$ cat config.mk
export PLATFORM = sky130hd
export DESIGN_NAME = ffba_align
export DESIGN_NICKNAME = d
export VERILOG_FILES = /design/src/hdl/ffba_pkg.sv /design/src/hdl/ffba_align.sv
export SDC_FILE = /design/constraint.sdc
export NUM_CORES = 1
export LEC_CHECK = 0
export ABC_AREA = 1
export ABC_CLOCK_PERIOD_IN_PS = 2100
export BUFFER_PORTS_ARGS = -buffer_cell sky130_fd_sc_hd__buf_2
export CORE_MARGIN = 2
export CORE_UTILIZATION = 53
export DETAILED_ROUTE_END_ITERATION = 12
export PLACE_DENSITY = 0.8
export SKIP_CTS_REPAIR_TIMING = 1
export SLEW_MARGIN = 20
export SYNTH_ARGS = -nofsm -noshare
export SYNTH_HDL_FRONTEND = slang
export SYNTH_SLANG_ARGS = --single-unit
$ cat constraint.sdc
create_clock -name clk -period 2.1 [get_ports clk]
set_input_delay 0.21 -clock clk [delete_from_list [all_inputs] [get_ports clk]]
set_output_delay 0.21 -clock clk [all_outputs]
set_load 0.1 [all_outputs]
$ cat src/hdl/ffba_pkg.sv
`default_nettype none
// ----------------------------------------------------------------------------
// ffba_pkg
// Shared types, codes and default sizes of the first-fit block allocator.
// ----------------------------------------------------------------------------
package ffba_pkg;

  // Default sizes
  localparam int MAX_BLOCKS_DEF   = 64;
  localparam int ALIGN_BYTES_DEF  = 8;
  localparam int HEADER_BYTES_DEF = 12;

  // Configuration port
  localparam int CFG_INDEX_W = 2;
  localparam logic [CFG_INDEX_W-1:0] REG_HEAP_BASE  = CFG_INDEX_W'(0);
  localparam logic [CFG_INDEX_W-1:0] REG_HEAP_LIMIT = CFG_INDEX_W'(1);

  // Commands
  localparam logic CMD_ALLOC   = 1'b0;
  localparam logic CMD_RELEASE = 1'b1;

  // Status codes
  localparam logic [1:0] ST_OK           = 2'd0;
  localparam logic [1:0] ST_ZERO_SIZE    = 2'd1;
  localparam logic [1:0] ST_NO_MEMORY    = 2'd2;
  localparam logic [1:0] ST_UNKNOWN_ADDR = 2'd3;

  // Request word
  typedef struct packed {
    logic        command;
    logic [31:0] request_size;
    logic [31:0] release_address;
  } req_t;

  // Result word
  typedef struct packed {
    logic [31:0] block_address;
    logic [1:0]  status;
  } rsp_t;

  // Block table entry: payload address is kept instead of header address
  typedef struct packed {
    logic        free;
    logic [31:0] bytes;
    logic [31:0] payload;
  } entry_t;

endpackage
`default_nettype wire

$ cat src/hdl/ffba_align.sv
`default_nettype none
// ----------------------------------------------------------------------------
// ffba_align
// Rounds a request size up to a multiple of ALIGN_BYTES. The quotient comes
// from a multiply by the alignment's reciprocal and the remainder from one
// subtract. done follows the product and remainder stages, with want rounded.
// ----------------------------------------------------------------------------
module ffba_align #(
  parameter int ALIGN_BYTES = ffba_pkg::ALIGN_BYTES_DEF
) (
  input  wire logic        clk,
  input  wire logic        rst,
  input  wire logic        go,
  input  wire logic [31:0] size,
  output logic             done,
  output logic [32:0]      want
);
  import ffba_pkg::*;

  localparam int R_W   = $clog2(ALIGN_BYTES + 1);
  localparam int SHIFT = 32 + $clog2(ALIGN_BYTES);
  localparam logic [63:0] RECIP_64 =
    ((64'd1 << SHIFT) + 64'(ALIGN_BYTES) - 64'd1) / 64'(ALIGN_BYTES);
  localparam logic [32:0] RECIP = 33'(RECIP_64);
  localparam logic [31:0] A_32  = 32'(ALIGN_BYTES);
  localparam logic [32:0] A_33  = 33'(ALIGN_BYTES);

  logic           prod_valid;
  logic           rem_valid;
  logic [31:0]    size_q;
  logic [64:0]    prod;
  logic [31:0]    quot;
  logic [R_W-1:0] rem;

  // Take the quotient from the top of the reciprocal product
  assign quot = 32'(prod >> SHIFT);

  // Advance the stage flags
  always_ff @(posedge clk) begin
    if (rst) begin
      prod_valid <= 1'b0;
      rem_valid  <= 1'b0;
      done       <= 1'b0;
    end else begin
      prod_valid <= go;
      rem_valid  <= prod_valid;
      done       <= rem_valid;
    end
  end

  // Datapath: multiply, then remainder, then the rounded size
  always_ff @(posedge clk) begin
    if (go) begin
      size_q <= size;
      prod   <= 65'(size) * 65'(RECIP);
    end
    if (prod_valid) begin
      rem <= R_W'(size_q - quot * A_32);
    end
    if (rem_valid) begin
      if (rem == '0) begin
        want <= {1'b0, size_q};
      end else begin
        want <= {1'b0, size_q} + (A_33 - 33'(rem));
      end
    end
  end

endmodule
`default_nettype wire

=== After elaboration in Yosys (flattened, before gate mapping) ===
Cells that the tools add are included.

* Flip-flop bits (word level): 72
* Bits of input ports: 35
* Output and inout bits: 34

* Mux-type cells: 1
* Reductions and logical operators: 1
* $add $sub $neg: 3

{| class="wikitable"
|+ Operator list
! operator !! number
|-
| 32-bit by 33-bit adder with 33-bit output || 1
|-
| 32-bit 2-to-1 mux || 1
|-
| 4-bit by 4-bit subtractor with 5-bit output, first input constant || 1
|-
| 4-bit zero test || 1
|-
| 4-bit subtractor || 1
|}

=== Longest topological paths before layout ===
Gate-level depths: netlist of the first run.

* Word-level depth: 3
* Gate-level depth with buffers: 15

=== Worst setup path after synthesis of the first run ===
OpenSTA, ideal clock, no wires.

* Kind: register to register
* From: register rem[0]
* To: register want[12], data pin
* Slack: -0.107 ns
* Period minus slack after synthesis: 2.207 ns
* Data required time: 1.847 ns
* Path buffers: 0
* Data arrival time: 1.954 ns
* Stages on the path, launching flop included: 12
* Cell sequence: edfxtp_1 > inv_1 > ha_1 > ha_1 > ha_1 > nand3_1 > nand3_1 > nand3_1 > nand3_1 > or2_2 > nand3_1 > nand2_1

* Cells in the longest elaborated chain, start to end: 3

{| class="wikitable"
|+ Ends and longest elaborated chain
! element !! line !! source
|-
| start, declared || ffba_align.sv:33 || <nowiki>logic [R_W-1:0] rem;</nowiki>
|-
| start signal, assigned || ffba_align.sv:58 || <nowiki>rem <= R_W'(size_q - quot * A_32);</nowiki>
|-
| 4-bit by 4-bit subtractor with 5-bit output || ffba_align.sv:64 || <nowiki>want <= {1'b0, size_q} + (A_33 - 33'(rem));</nowiki>
|-
| 32-bit by 33-bit adder with 33-bit output || ffba_align.sv:64 ||
|-
| 32-bit 2-to-1 mux * || ffba_align.sv:61 || <nowiki>if (rem == '0) begin</nowiki>
|-
| end signal, assigned || ffba_align.sv:62 || <nowiki>want <= {1'b0, size_q};</nowiki>
|-
| end signal, assigned || ffba_align.sv:64 ||
|-
| end, declared || ffba_align.sv:16 || <nowiki>output logic [32:0] want</nowiki>
|}

Mark *: on every way between the ends. The rest lies on a longest branch, timed or not.
A chain may end at the register's enable or synchronous reset.

=== Worst setup path in the final report of the first run ===
* From: register rem[1]
* To: register want[14], data pin

Same word-level chain as after synthesis.

==> results.txt, run 1 <==
Final Max Tran Viols: 0
Share of cells above drive strength 1: 0.2451
R2R depth: 13
Hold path start: size[25]
Setup TNS: -2466 ps
Synth Area in XOR/XNOR: 0.01414
Final Setup Violations: 25
Die X: 100.7 um
Worst setup startpoint: rem[1]$_DFFE_PP_
H-Tree Depth: 3
Critical Path Stages: 13
CP Capture Type: flip-flop
Die H: 100.7 um
Mux cell area share after synthesis: 0
CP startpoint kind: flip-flop
Initial core utilization: 0.5412
GP Congestion: 0.8648
Post-route ant nets: 0
Final #Nets: 881
DR WL/cell: 14.81 um
Outcome: finished with violations
DR iter-0 viols: 313
Syn Area/Cell: 7.263 um^2
Worst R2R End: want[14]$_DFFE_PP_
Reg clk slew, reported paths: 80 ps
Mapped cell area: 4954 um^2
Total grt overflow: 0
Violated checks: setup timing
Comb power frac: 0.381
Internal power: 0.002767 W
WP data required: 2200 ps
Final HPWL DP: 10110 um
CP top delay family: adder cells
Routed wire length: 13730 um
Synth unique cells: 29
Total clock sinks: 71
#FFs+latches synth: 71
Clock root cell: clkbuf_8
Slew headroom: 0.4501
Max stage delay cell, worst path: edfxtp_1
Seq pwr share: 0.393
CP max FO: 8
Critical path cell sequence: inv_2, ha_4, ha_4, ha_4, nand2_4, nor2_4, nand2_2, nand3_4, nand2_2, nand2_4, buf_6, xnor2_2, o21ai_1
Gate Count Post-Synth: 682
Crit-path max cell delay: 410 ps
Final Hold Vio Count: 0
Pre-antenna DRT Iters: 5
Power Density: 700.0 nW/um^2
Max-cap violations: 0
R2r startpoint: rem[1]$_DFFE_PP_
Synth area leader: edfxtp_1
F_max: 435.8 MHz
RSZ-0062 raised after global routing: yes
Critical Setup Path Class: flip-flop to flip-flop
DRC violations left: 0
CP bufs+invs: 2
Register area share after synthesis: 0.4243
IO buf count: 68
R2R setup slack: -190 ps
Pin count of the biggest net entering global routing: 35
Critical path data arrival time: 2390 ps
Clk_skew: 16.76 ps
Clock tree buffer depth: 2
Commonest non-fill, non-tap cell in the layout: nand2_1
Yosys synthesis warning count: 0
Synth area leaders: edfxtp_1 (41%), nand2_1 (21%), inv_1 (9.5%)
Least-Margin Pin Slew: 824.8 ps
Initial antenna violation count: 0
Antenna Cells: 0
Final WS setup: -194.6 ps
Die area: 10140 um^2
Row Count: 35
Period utilisation layout: 1.093
Clk pwr share: 0.226
Later-pin clock latency in the skew report: 360 ps
Post-DR vias/cell: 5.026
Post-route minimum period: 2295 ps
Crit path to: want[14]$_DFFE_PP_
P&R area growth vs syn: 27.94%
Post-synthesis simple-gate area fraction: 0.3251
Most frequent cells in the layout: nand2_1 (239), inv_1 (123), buf_2 (68), edfxtp_1 (68), nor2_1 (43)
Post-Synth Adder-Cell Area: 0.08992
Main combinational cell family by area after synthesis: simple AND/OR/NAND/NOR gates
Via Count: 4659
IO Count: 69
Cell mode on critical path: ha_4
Leak: 3.275 nW
Worst hold slack: 22.35 ps
Core ar.: 9153 um^2
Peak VDD IR: 0.4859 mV
TritonCTS clock tree: done
Proportion of netlist area held by the largest area contributor: 0.4122
Switching power total: 0.001669 W
Type of the worst min-delay path: input port to flip-flop
Compound-gate portion of the synthesized area: 0.04395
GRT Total Usage: 0.2703
TritonCTS Buffers: 9
Vias in the first global route: 4337
Sw frac: 0.3763
First-pass GRT wire length: 21090 um
## worst min path at each step
stage                                        to  cells past startpoint  slack (ps)
after CTS                  size_q[25]$_DFFE_PP_                      1           6
after detailed placement   size_q[14]$_DFFE_PP_                      1         390
after global placement     size_q[22]$_DFFE_PP_                      1         390
after global routing       size_q[25]$_DFFE_PP_                      1          10
after floorplan           prod_valid$_SDFF_PP0_                      1         280
final                      size_q[25]$_DFFE_PP_                      1          20
## area by class of cell
type                       count  area [um^2]
inverter                     126        473.0
timing repair buffer          98        576.8
multi-input combinational    505         2870
fill                         799         2815
clock inverter                 3        17.52
sequential                    71         2102
clock buffer                  13        158.9
tap                          111        138.9
## routing by layer
metal | vias to the layer above | share of wire | GRT usage
li1 | 2373 | - | -
met1 | 2114 | 0.45 | 0.3707
met2 | 151 | 0.49 | 0.4436
met3 | 21 | 0.049 | 0.04438
met4 | 0 | 0.016 | 0.07482
met5 | - | 0 | 0
## flip-flops by register name (all words and copies together) (netlist names)
register / cells
prod_valid: 1
size_q: 32
want: 33
rem: 3
rem_valid: 1
done: 1
## synthesized netlist by cell type
cell      instances
nand4_1           3
or2_2             4
nand2_1         272
o21ai_0          10
a21oi_1          23
edfxtp_1         68
nand3b_1          4
conb_1            1
xnor2_1           8
nor2_1           43
clkbuf_1          5
fa_1              1
o21ai_1           3
nor3_1            6
nand2_2           5
ha_1             34
or2_1             1
nand3_1          47
o211ai_1          1
and2_1            1
nor3b_1           1
a21o_1            1
nor4_1            1
inv_1           126
buf_2             1
nor2_2            5
o21bai_1          3
dfxtp_1           3
buf_4             1
## power by group through the flow
stage	combinational [W]	sequential, W	clock (W)
after CTS	0.00141	0.00174	0.00102
after detailed placement	0.00140	0.00177	0
after global routing	0.00185	0.00175	0.00106
final	0.00169	0.00174	0.00100
after floorplan	0.000810	0.00201	0
after global placement	0.00137	0.00177	0
## cells by family (layout without fill, tap and decap cells)
| logic type | count (synthesis) | count (layout) |
|---|---|---|
| buffers and inverters | 133 | 240 |
| xor gates and xnor gates | 8 | 8 |
| other | 1 | 28 |
| DFF | 71 | 71 |
| adders and majority gates | 35 | 35 |
| and+or+nand+nor | 393 | 393 |
| AOI/OAI and AO/OA | 41 | 41 |
## through the flow
stage,cells,instance area (um^2),util,total power [W],setup slack [ps]
after detailed placement,907,5728,0.6258,0.003174,-278.2
after global placement,907,5728,0.6258,0.003140,-211.3
after global routing,927,6337,0.6924,0.004659,-287.5
after floorplan,709,5085,-,0.002818,14.74
final,927,6337,0.6924,0.004436,-194.6
after CTS,923,5904,0.6451,0.004177,-323.2
(Power assumes the default switching activity.)
==> run 2, diff against run 1 <==
- PLACE_DENSITY: 0.8 -> unset
- PLACE_DENSITY_LB_ADDON: unset -> 0.2
- SLEW_MARGIN: 20 -> unset
==> results.txt, run 2 (same netlist as run 1, synthesis figures left out) <==
CP max FO: 8
DP Area: 5728 um^2
Pre-antenna DRT Iters: 7
Most frequent cells in the layout: nand2_1 (248), inv_1 (122), buf_2 (68), edfxtp_1 (68), nor2_1 (42)
Pin count of the biggest net entering global routing: 44
Peak VDD IR: 0.4830 mV
Post-route ant nets: 0
Final HPWL DP: 9605 um
Die H: 100.7 um
P&R area growth vs syn: 26.93%
Total grt overflow: 0
DRC violations left: 0
Biggest regs: want x33, size_q x32, rem x3
Power Density: 722.4 nW/um^2
Initial antenna violation count: 0
Final Max Tran Viols: 0
Leak: 3.237 nW
Max reg flops: 33
Share of cells above drive strength 1: 0.2316
Clock tree buffer depth: 2
IO Count: 69
Post-DR vias/cell: 4.933
Final #Nets: 881
Period utilisation layout: 1.077
CP startpoint kind: flip-flop
Final Setup Violations: 28
Type of the worst min-delay path: input port to flip-flop
Total clock sinks: 71
Core ar.: 9153 um^2
IO buf count: 68
Max-cap violations: 0
H-Tree Depth: 3
Clk_skew: 7.193 ps
Final Hold Vio Count: 0
Final Util: 0.6869
Die X: 100.7 um
Row Count: 35
Post-route minimum period: 2262 ps
Biggest register: want
Critical path data arrival time: 2380 ps
Commonest non-fill, non-tap cell in the layout: nand2_1
F_max: 442.1 MHz
Die area: 10140 um^2
Clock root cell: clkbuf_8
CP Capture Type: flip-flop
Setup TNS: -2376 ps
RSZ-0062 raised after global routing: yes
Critical Setup Path Class: flip-flop to flip-flop
Routed wire length: 13020 um
GP Congestion: 0.9431
Initial core utilization: 0.5412
TritonCTS clock tree: done
Slew headroom: 0.4595
First-pass GRT wire length: 20730 um
Outcome: finished with violations
Vias in the first global route: 4271
GRT Total Usage: 0.2668
TritonCTS Buffers: 9
Later-pin clock latency in the skew report: 350 ps
Final WS setup: -161.7 ps
Via Count: 4573
Least-Margin Pin Slew: 810.8 ps
Reg clk slew, reported paths: 80 ps
DR iter-0 viols: 237
Antenna Cells: 0
Final Instance Area: 6287 um^2
Violated checks: setup timing
WP data required: 2220 ps
DR WL/cell: 14.05 um
run 2: path summary, 6_finish.rpt:
| path | startpoint | slack [ps] | end | cells after the start |
|---|---|---|---|---|
| worst max-delay path | rem[1]$_DFFE_PP_ | -160 | want[8]$_DFFE_PP_ | 12 |
| worst min-delay path | size[6] | 20 | size_q[6]$_DFFE_PP_ | 1 |
| worst max register to register | rem[1]$_DFFE_PP_ | -160 | want[8]$_DFFE_PP_ | 12 |
| worst min register to register | prod_valid$_SDFF_PP0_ | 500 | rem_valid$_SDFF_PP0_ | 2 |
run 2: worst max-delay path, stage by stage (launching register included):
cell	delay, ps
edfxtp_1	400
inv_1	120
ha_4	140
ha_4	190
ha_4	260
nand3_1	100
nand3_2	100
nand2_2	110
nand2_4	70
buf_4	140
or2_2	260
nand3_1	60
nand2_1	50
run 2: where the power goes:
| part | leakage, nW | internal (W) | total [W] | switching (W) |
|---|---|---|---|---|
| sequential | 0.669 | 0.00169 | 0.00174 | 0.0000478 |
| combinational | 2.47 | 0.000569 | 0.00163 | 0.00106 |
| clock | 0.0992 | 0.000618 | 0.00117 | 0.000550 |
| total | 3.24 | 0.00288 | 0.00454 | 0.00166 |
run 2: through the flow:
step / hold WS [ps] / total power (W) / setup WS [ps] / std cells
after floorplan: 281.2 / 0.002818 / 14.74 / 709
after global placement: 386.0 / 0.003140 / -206.0 / 907
after detailed placement: 388.1 / 0.003159 / -256.1 / 907
after CTS: 8.443 / 0.004334 / -306.1 / 923
after global routing: 5.891 / 0.004799 / -267.0 / 927
final: 24.28 / 0.004542 / -161.7 / 927
run 2: metal layers:
layer	vias to the layer above	track usage	part of all wire	routed length, um
li1	2377	-	-	-
met1	2042	0.3779	0.47	6139
met2	141	0.4256	0.46	5995
met3	13	0.04300	0.057	743
met4	0	0.07165	0.011	142
met5	-	0	0	0
run 2: layout make-up:
class	count	area [um^2]
tap	111	138.9
clock inverter	4	53.80
sequential	71	2102
timing repair buffer	98	573.1
multi-input combinational	505	2791
inverter	126	473.0
fill	794	2865
clock buffer	12	155.1
